==> src/design/wma_pkg.sv <==
`default_nettype none

package wma_pkg;

    // window depth and field widths
    localparam int WINDOW   = 5;
    localparam int SAMPLE_W = 16;
    localparam int FILL_W   = 3;
    localparam int MEAN_W   = 24;
    localparam int FRAC_W   = 8;

    // derived widths
    localparam int SLOT_W   = (WINDOW > 1) ? $clog2(WINDOW) : 1;
    localparam int CNT_W    = $clog2(WINDOW + 1);
    localparam int SUM_W    = SAMPLE_W + ((WINDOW > 1) ? $clog2(WINDOW) : 0);
    localparam int DVD_W    = SUM_W + FRAC_W;
    localparam int STEP_W   = $clog2(DVD_W + 1);

    // top level control states
    typedef enum logic [1:0] {
        ST_IDLE,
        ST_DIVIDE,
        ST_HOLD
    } wma_state_t;

    // divider status toward the control
    typedef struct packed {
        logic busy;
        logic done;
    } wma_div_stat_t;

endpackage : wma_pkg

`default_nettype wire

==> src/design/wma_window.sv <==
`default_nettype none

module wma_window
    import wma_pkg::*;
(
    input  wire logic                aclk,
    input  wire logic                aresetn,
    input  wire logic                push,
    input  wire logic [SAMPLE_W-1:0] sample,
    output logic      [SUM_W-1:0]    sum_next,
    output logic      [CNT_W-1:0]    held_next,
    output logic      [CNT_W-1:0]    held_count
);

    logic [SAMPLE_W-1:0] store_reg [WINDOW];
    logic [SLOT_W-1:0]   oldest_reg;
    logic [SLOT_W-1:0]   oldest_next;
    logic [CNT_W-1:0]    held_reg;
    logic [SUM_W-1:0]    sum_reg;
    logic [SLOT_W-1:0]   slot;
    logic [SAMPLE_W-1:0] old_value;
    logic                full;

    // pick the slot: next free one while filling, oldest one once full
    always_comb begin
        full      = (held_reg == CNT_W'(WINDOW));
        slot      = full ? oldest_reg : held_reg[SLOT_W-1:0];
        old_value = store_reg[slot];
        if (full) begin
            oldest_next = (oldest_reg == SLOT_W'(WINDOW - 1)) ? '0 : oldest_reg + 1'b1;
            held_next   = held_reg;
            sum_next    = sum_reg + SUM_W'(sample) - SUM_W'(old_value);
        end else begin
            oldest_next = oldest_reg;
            held_next   = held_reg + 1'b1;
            sum_next    = sum_reg + SUM_W'(sample);
        end
    end

    // window storage, written once per transaction
    always_ff @(posedge aclk) begin
        if (push) begin
            store_reg[slot] <= sample;
        end
    end

    // occupancy, ring pointer and running sum
    always_ff @(posedge aclk) begin
        if (!aresetn) begin
            oldest_reg <= '0;
            held_reg   <= '0;
            sum_reg    <= '0;
        end else if (push) begin
            oldest_reg <= oldest_next;
            held_reg   <= held_next;
            sum_reg    <= sum_next;
        end
    end

    assign held_count = held_reg;

endmodule : wma_window

`default_nettype wire

==> src/design/wma_div.sv <==
`default_nettype none

module wma_div
    import wma_pkg::*;
(
    input  wire logic              aclk,
    input  wire logic              aresetn,
    input  wire logic              start,
    input  wire logic [DVD_W-1:0]  dividend,
    input  wire logic [CNT_W-1:0]  divisor,
    output wma_div_stat_t          stat,
    output logic      [MEAN_W-1:0] quotient
);

    logic [DVD_W-1:0]  dvd_reg;
    logic [CNT_W-1:0]  dsr_reg;
    logic [CNT_W-1:0]  rem_reg;
    logic [MEAN_W-1:0] quo_reg;
    logic [STEP_W-1:0] step_reg;
    logic              busy_reg;
    logic              done_reg;
    logic [CNT_W:0]    rem_sh;
    logic [CNT_W+1:0]  diff;
    logic              qbit;
    logic [CNT_W-1:0]  rem_next;

    // one restoring step: bring down the next dividend bit, try the subtract
    always_comb begin
        rem_sh   = {rem_reg, dvd_reg[DVD_W-1]};
        diff     = {1'b0, rem_sh} - {2'b00, dsr_reg};
        qbit     = !diff[CNT_W+1];
        rem_next = qbit ? diff[CNT_W-1:0] : rem_sh[CNT_W-1:0];
    end

    // shift registers for dividend, remainder and quotient
    always_ff @(posedge aclk) begin
        if (start) begin
            dvd_reg <= dividend;
            dsr_reg <= divisor;
            rem_reg <= '0;
            quo_reg <= '0;
        end else if (busy_reg) begin
            dvd_reg <= {dvd_reg[DVD_W-2:0], 1'b0};
            rem_reg <= rem_next;
            quo_reg <= {quo_reg[MEAN_W-2:0], qbit};
        end
    end

    // step counter and status
    always_ff @(posedge aclk) begin
        if (!aresetn) begin
            step_reg <= '0;
            busy_reg <= 1'b0;
            done_reg <= 1'b0;
        end else if (start) begin
            step_reg <= STEP_W'(DVD_W);
            busy_reg <= 1'b1;
            done_reg <= 1'b0;
        end else if (busy_reg) begin
            step_reg <= step_reg - 1'b1;
            busy_reg <= (step_reg != STEP_W'(1));
            done_reg <= (step_reg == STEP_W'(1));
        end else begin
            done_reg <= 1'b0;
        end
    end

    assign stat.busy = busy_reg;
    assign stat.done = done_reg;
    assign quotient  = quo_reg;

endmodule : wma_div

`default_nettype wire

==> src/design/windowed_moving_average.sv <==
// windowed moving average over the last five unsigned 16-bit samples
//
// input channel s_valid/s_ready/s_sample: one transaction pushes one sample;
// once the window is full the oldest sample is dropped.
// result channel m_valid/m_ready/m_fill_count/m_mean_fixed: one transaction
// per input transaction, giving the samples held and their mean with 8
// fraction bits, truncated.
// the mean comes from a restoring divider that yields one quotient
// bit per cycle over the 27-bit scaled sum; the divider is the only
// serial unit and handles one sample at a time, so the next sample is
// taken only once the previous result has entered the output register.
// the result sits in an output register, so a new sample is taken while the
// previous result still waits. if the receiver stalls longer than one item,
// the finished quotient is held in the divider and the input stays blocked
// until the output register frees up.
// reset (aresetn low, synchronous) empties the window, clears the running
// sum and drops any pending result.
`default_nettype none

module windowed_moving_average
    import wma_pkg::*;
(
    input  wire logic                aclk,
    input  wire logic                aresetn,
    input  wire logic                s_valid,
    output logic                     s_ready,
    input  wire logic [SAMPLE_W-1:0] s_sample,
    output logic                     m_valid,
    input  wire logic                m_ready,
    output logic      [FILL_W-1:0]   m_fill_count,
    output logic      [MEAN_W-1:0]   m_mean_fixed
);

    wma_state_t     state_reg;
    wma_state_t     state_next;
    logic           accept;
    logic           load_out;
    logic [SUM_W-1:0]  sum_next;
    logic [CNT_W-1:0]  held_next;
    logic [CNT_W-1:0]  held_count;
    wma_div_stat_t  div_stat;
    logic [MEAN_W-1:0] quotient;
    logic              m_valid_reg;
    logic [FILL_W-1:0] fill_reg;
    logic [MEAN_W-1:0] mean_reg;

    assign accept = s_valid && s_ready;

    // sample window and running sum
    wma_window u_window (
        .aclk       (aclk),
        .aresetn    (aresetn),
        .push       (accept),
        .sample     (s_sample),
        .sum_next   (sum_next),
        .held_next  (held_next),
        .held_count (held_count)
    );

    // serial divider for sum * 256 / count
    wma_div u_div (
        .aclk     (aclk),
        .aresetn  (aresetn),
        .start    (accept),
        .dividend ({sum_next, FRAC_W'(0)}),
        .divisor  (held_next),
        .stat     (div_stat),
        .quotient (quotient)
    );

    // control state register
    always_ff @(posedge aclk) begin
        if (!aresetn) begin
            state_reg <= ST_IDLE;
        end else begin
            state_reg <= state_next;
        end
    end

    // next state and output register load
    always_comb begin
        state_next = state_reg;
        load_out   = 1'b0;
        s_ready    = 1'b0;
        unique case (state_reg)
            ST_IDLE: begin
                s_ready = 1'b1;
                if (s_valid) begin
                    state_next = ST_DIVIDE;
                end
            end
            ST_DIVIDE: begin
                if (div_stat.done) begin
                    if (!m_valid_reg || m_ready) begin
                        load_out   = 1'b1;
                        state_next = ST_IDLE;
                    end else begin
                        state_next = ST_HOLD;
                    end
                end
            end
            ST_HOLD: begin
                if (m_ready) begin
                    load_out   = 1'b1;
                    state_next = ST_IDLE;
                end
            end
            default: begin
                state_next = ST_IDLE;
            end
        endcase
    end

    // output register
    always_ff @(posedge aclk) begin
        if (!aresetn) begin
            m_valid_reg <= 1'b0;
        end else if (load_out) begin
            m_valid_reg <= 1'b1;
        end else if (m_ready) begin
            m_valid_reg <= 1'b0;
        end
    end

    always_ff @(posedge aclk) begin
        if (load_out) begin
            fill_reg <= FILL_W'(held_count);
            mean_reg <= quotient;
        end
    end

    assign m_valid      = m_valid_reg;
    assign m_fill_count = fill_reg;
    assign m_mean_fixed = mean_reg;

`ifndef SYNTHESIS
    // a result only appears once the divider has finished
    a_result_after_divide: assert property (@(posedge aclk) disable iff (!aresetn)
        $rose(m_valid) |-> ($past(state_reg) == ST_DIVIDE || $past(state_reg) == ST_HOLD))
        else $error("result raised without a finished division");

    // the divider is never running while new samples are taken
    a_div_idle_on_accept: assert property (@(posedge aclk) disable iff (!aresetn)
        accept |-> !div_stat.busy)
        else $error("sample accepted while divider busy");

    // occupancy never exceeds the window depth
    a_held_bound: assert property (@(posedge aclk) disable iff (!aresetn)
        held_count <= CNT_W'(WINDOW))
        else $error("window occupancy out of range");

    // a waiting result is not overwritten
    a_no_overwrite: assert property (@(posedge aclk) disable iff (!aresetn)
        (m_valid && !m_ready) |=> $stable(m_mean_fixed) && $stable(m_fill_count))
        else $error("pending result changed");
`endif

endmodule : windowed_moving_average

`default_nettype wire

==> config.mk <==
export PLATFORM = sky130hd
export DESIGN_NAME = windowed_moving_average
export DESIGN_NICKNAME = d
export VERILOG_FILES = /design/src/design/wma_pkg.sv /design/src/design/wma_window.sv /design/src/design/wma_div.sv /design/src/design/windowed_moving_average.sv
export SDC_FILE = /design/constraint.sdc
export NUM_CORES = 1
export LEC_CHECK = 0
export BUFFER_PORTS_ARGS = -buffer_cell sky130_fd_sc_hd__buf_2
export CAP_MARGIN = 20
export CORE_ASPECT_RATIO = 2
export CORE_UTILIZATION = 35
export CTS_BUF_LIST = sky130_fd_sc_hd__clkbuf_16
export CTS_CLUSTER_DIAMETER = 100
export DETAILED_ROUTE_END_ITERATION = 12
export PLACE_DENSITY = 0.51
export SETUP_SLACK_MARGIN = 0.15
export SLEW_MARGIN = 20
export SYNTH_ARGS = -nofsm -noshare
export SYNTH_HDL_FRONTEND = slang
export SYNTH_SLANG_ARGS = --single-unit
export TNS_END_PERCENT = 5
==> constraint.sdc <==
create_clock -name aclk -period 9.86 [get_ports aclk]
set_input_delay 0.986 -clock aclk [delete_from_list [all_inputs] [get_ports aclk]]
set_output_delay 0.986 -clock aclk [all_outputs]
set_load 0.05 [all_outputs]
Word-level counts from Yosys, hierarchy flattened
Memory sizes are Yosys's and may differ from the RTL's.
Index checks and enable logic that the tools add are counted.
{ "word_totals": {"regBits": 111, "latch_bits": 0, "ram_bits": 80, "romBits": 0, "in_bits": 20, "output_inout_bits": 29, "wordCells": 69, "mem_count": 1} }
{ "mem_list": {"columns": ["name", "depth", "word_bits", "read_ports", "rd_ports_with_merged_regs", "wr", "line", "text"], "rows": [
  ["u_window.store_reg", 5, 16, 1, 0, 1, "wma_window.sv:15", "logic [SAMPLE_W-1:0] store_reg [WINDOW];"]
]} }
{ "op_classes": {"n_addsub": 6, "mul": 0, "n_div": 0, "order_cmp": 0, "n_eq_ne": 9, "shifts": 0, "mux": 25, "bitwise_logic": 2, "n_reduce_logical": 11} }
{ "op_table": {"columns": ["op", "count"], "rows": [
  ["$mux 27", 2],
  ["$add 19x16->19", 1],
  ["$mux 19", 1],
  ["$sub 19x16->19", 1],
  ["$mux 3", 4],
  ["$mux 1", 10],
  ["$mux 5", 2],
  ["$mux 2", 4],
  ["$add 3x1->3 const B", 2],
  ["$eq 3x3->1 const B", 2],
  ["$pmux 2 s3", 1],
  ["$eq 5x1->1 const B", 1],
  ["$ne 5x1->1 const B", 1],
  ["$sub 4x3->5", 1],
  ["$sub 5x1->5 const B", 1],
  ["$ne 2x2->1 const B", 2],
  ["$reduce_bool 2->1", 2],
  ["$reduce_and 3->1", 1],
  ["$reduce_or 3->1", 1],
  ["$eq 2x1->1 const B", 1],
  ["$eq 2x2->1 const B", 1],
  ["$logic_not 1->1", 2],
  ["$logic_not 2->1", 1],
  ["$ne 2x1->1 const B", 1],
  ["other kinds (6)", 7]
]} }

Logic depth before layout (Yosys ltp)
{ "logic_depth": {"ltp_word": 6, "ltp_mapped": 20, "ltp_nobuf": 19} }

By module
From an unflattened synthesis, not the netlist that was laid out.
{ "unflattened": {"hier_cells": 817, "area_unflattened_um2": 9645.5} }
{ "modules_own_cells": {"columns": ["module", "instances", "cells_each", "area_per_inst_um2", "seq_area_each_um2"], "rows": [
  ["wma_window", 1, 561, 5935.7, 2902.8],
  ["wma_div", 1, 200, 2662.6, 1581.5],
  ["windowed_moving_average", 1, 56, 1047.3, 870.8]
]} }

Worst setup path after synthesis
OpenSTA, ideal clock, no wires.
{ "synth_timing": {"path_type": "input to register", "from": "in s_sample[0]", "to": "reg u_div.dvd_reg[25] (data pin)", "setup_time_ns": 0.261, "t_arrival_ns": 4.823, "required_ns": 9.599, "path_slack_ns": 4.776, "stages": 19, "n_path_buf": 0, "cell_sequence": "ha_1 > inv_1 > fa_1 > nand2b_1 > a2111o_1 > a211o_1 > a21boi_1 > o21ai_1 > a21oi_1 > nor2_1 > ha_1 > and3_1 > and2_1 > nand2_1 > a21oi_1 > o311a_1 > a2111oi_1 > or4_1 > nand3_1"} }
{ "synth_between": {"elab_chain_len": 4} }
{ "synth_rtl": {"columns": ["element", "line", "text"], "rows": [
  ["start, declared", "windowed_moving_average.sv:27", "input wire logic [SAMPLE_W-1:0] s_sample,"],
  ["$add 19x16->19 *", "wma_window.sv:32, wma_window.sv:36", null],
  ["$sub 19x16->19", "wma_window.sv:32", "sum_next = sum_reg + SUM_W'(sample) - SUM_W'(old_value);"],
  ["$mux 19 *", "wma_window.sv:29", "if (full) begin"],
  ["$mux 27 *", "wma_div.sv:37", "if (start) begin"],
  ["end signal, assigned", "wma_div.sv:38", "dvd_reg <= dividend;"],
  ["end signal, assigned", "wma_div.sv:43", "dvd_reg <= {dvd_reg[DVD_W-2:0], 1'b0};"],
  ["end, declared", "wma_div.sv:15", "logic [DVD_W-1:0] dvd_reg;"]
]} }
Every way passes the cells marked *; elsewhere a longest branch is shown, timed or not.
A chain may end at the register's enable or synchronous reset.

Final worst setup path
{ "layout_timing": {"from": "reg u_window.held_reg[0], in the netlist u_window.held_count[0]", "to": "reg u_div.dvd_reg[25] (data pin)"} }
{ "layout_between": {"elab_chain_len": 6} }
{ "layout_rtl": {"columns": ["element", "line", "text"], "rows": [
  ["start, declared", "wma_window.sv:18", "logic [CNT_W-1:0] held_reg;"],
  ["start signal, assigned", "wma_window.sv:55", "held_reg <= held_next;"],
  ["$eq 3x3->1", "wma_window.sv:26", "full = (held_reg == CNT_W'(WINDOW));"],
  ["$mux 3", "wma_window.sv:27", "slot = full ? oldest_reg : held_reg[SLOT_W-1:0];"],
  ["$mem_v2 5x16", null, null],
  ["$sub 19x16->19", "wma_window.sv:32", null],
  ["$mux 19 *", "wma_window.sv:29", null],
  ["$mux 27 *", "wma_div.sv:37", null]
]} }
Marked as above.

==> results_dict.tcl <==
set metrics [dict create \
    status "finished clean" \
    drive_above_1_share 0.109 \
    drv_slew 0 \
    synthToLayoutAreaGrowth_pct 13.3 \
    pre_cts_slack_ns 4.17 \
    layout.nets 904 \
    tightest_slew_ns 0.978 \
    hold_viol_final 0 \
    finalSetupViolations 0 \
    clock-sinks 191 \
    hold_end "m_mean_fixed[23]" \
    postCtsHoldBufs 0 \
    post-route-min-period_ns 5.44 \
    largest_register_ffs 80 \
    timing_worst_setup_path_type "reg2reg" \
    rows 82 \
    finalCritPeriodShare 0.552 \
    layout.cells.non_filler 1187 \
    p_leak_uw 0.00385 \
    finalClockSkew_ns 0.00839 \
    synthTopCellsByCount "edfxtp_1 (129), nand2_1 (78), nor2_1 (78)" \
    power_density_nw_per_um2 221 \
    die_w_um 115 \
    overflow 0 \
    num_io_pins 49 \
    grt_max_degree 59 \
    cts_tree "yes" \
    rsz0062_at_grt "false" \
    die_height_um 228 \
    r2r_slack_ns 4.42 \
    vdd_drop_max_mv 0.104 \
    numCtsBuffers 17 \
    drc 0 \
    worstHoldStart "u_div.quotient[23]" \
    fin_ws_ns 4.42 \
    syn_nets 861 \
    wire_per_inst_um 16.7 \
    first_global_vias 6086 \
    final_util 0.404 \
    synthCells 795 \
    end_kind "flop" \
    grt_pass1_wl_mm 31.9 \
    relSlewSlack 0.347 \
    synth-seq-cells 191 \
    core_area_sq_um 25000 \
    syn_area_sq_um 8940 \
    antenna_found_initial 0 \
    hold_path_depth 0 \
    crit_fanout 18 \
    postCtsResizedCells 0 \
    clock_path_buffers 2 \
    synth.distinct_cells 60 \
    cts-root-buf "clkbuf_16" \
    hp-class "reg2reg" \
    initial_core_util 0.357 \
    reg2reg_depth 16 \
    vias_per_cell 5.04 \
    ys_warn_count 0 \
    seq_area_frac_synth 0.572 \
    postRouteAntennaNets 0 \
    ys.flop_type "edfxtp_1" \
    fin_setup_tns_ns 0 \
    yosys.area.top_type "edfxtp_1" \
    drt-pass1-iter-count 4 \
    grtUsageTotal 0.162 \
    fmax_mhz 184 \
    r2r-start "u_window.held_count[0]" \
    port_buffers 48 \
    htreeDepth 4 \
    clkTransAtPathRegs_ns 0.07 \
    required_ns 10.05 \
    hpwl_mm 14.3 \
    gp_congestion 0.843 \
    synth_area_per_cell_sq_um 11.2 \
    cp.arrival_ns 5.63 \
    clk_latency_ns 0.45 \
    routed_wirelength_mm 19.9 \
    startpoint_type "flop" \
    worst_r2r_endpoint "u_div.dvd_reg[25]" \
    dpl.cell_count 1155 \
    async_flop_share 0 \
    synth_top_area_share 0.433 \
    drt_iter0_markers 299 \
    vias 5986 \
    cts_setup_buffers 0 \
    die-area_sq_um 26200 \
    synth.most_common_cell "edfxtp_1" \
    n_antenna_cell 0 \
    synth_edf_count 129 \
    netlist_top_cells_area "edfxtp_1 (43%), dfxtp_1 (14%), ha_1 (6.0%), mux2i_1 (4.8%), nand2_1 (3.3%)" \
    max_cap_viol_count 0 \
]
stage by stage:
step                      total power [uW]  instance area [sq um]  hold slack, ns
after detailed placement              1580                   9560           0.427
after global routing                  2370                  10100           0.471
after global placement                1570                   9560           0.426
after floorplan                       1420                   8940           0.408
final                                 2230                  10100           0.441
after CTS                             2260                  10100           0.444
layer usage:
metal	track usage	vias to the layer above	share of wire
met5	0	-	0
met4	0.0820	0	0.033
met3	0.0290	34	0.023
met2	0.303	94	0.56
met1	0.169	2853	0.38
li1	-	3005	-
where the power goes:
part,leakage (uW),switching [uW],total (uW),internal [uW]
combinational,0.00186,369,604,235
clock,0.000296,305,678,373
sequential,0.00170,27.0,952,925
worst max-delay path by stage:
stage,start,cells after the start,endpoint,slack [ns]
2_1_floorplan,s_sample[0],19,u_div.dvd_reg[25],4.78
3_3_place_gp,s_sample[0],20,u_div.dvd_reg[25],4.28
3_5_place_dp,s_sample[0],20,u_div.dvd_reg[25],4.17
4_1_cts,u_window.held_count[0],16,u_div.dvd_reg[25],4.37
5_1_grt,u_window.held_count[0],16,u_div.dvd_reg[25],3.94
6_report,u_window.held_count[0],16,u_div.dvd_reg[25],4.42
area by class of cell:
type / count / area [sq um]
clock buffer: 17 / 425
clock inverter: 15 / 141
fill: 2536 / 14900
inverter: 42 / 158
multi-input combinational: 530 / 3570
sequential: 191 / 5110
tap: 336 / 420
timing repair buffer: 56 / 300
cells in the final DEF, fill, tap and decap left out, drive strengths merged, types with 4 or more instances in the layout:
master / n
nand2b: 7
o21a: 13
o211a: 8
inv: 51
a211oi: 6
xor2: 4
nor2b: 5
edfxtp: 129
ha: 43
dfxtp: 62
and2: 6
a21o: 4
nor2: 78
buf: 56
o21ai: 50
xnor2: 17
o31ai: 4
mux2i: 43
nand2: 78
o31a: 6
and3: 11
o21bai: 4
o311ai: 4
a32oi: 14
nor3: 14
nand3: 7
a21oi: 54
clkbuf: 17
clkinv: 4
o211ai: 8
cell families (layout without fill, tap and decap cells):
| group | after synthesis | count (layout) | share of synthesized area |
|---|---|---|---|
| flops | 191 | 191 | 0.572 |
| xor+xnor | 22 | 22 | 0.0231 |
| mux | 43 | 43 | 0.0482 |
| compound gates | 200 | 200 | 0.151 |
| simple gates | 219 | 219 | 0.108 |
| buf+inv | 74 | 130 | 0.0311 |
| fa+ha+maj | 46 | 46 | 0.0669 |
critical path, stage by stage, from the launching register on:
cell and delay [ns]:
dfxtp_1 0.52, ha_1 0.24, and2_1 0.55, o21ai_0 0.31, nor2b_2 0.77, nand3_1 0.17
o211a_1 0.20, inv_1 0.06, ha_1 0.21, nor2b_1 0.14, o31a_1 0.30, o21ai_1 0.29
a21oi_1 0.16, o311a_1 0.42, a2111oi_1 0.55, or4_1 0.21, nand3_1 0.08
Note: power is estimated with default switching activity, not from simulation.
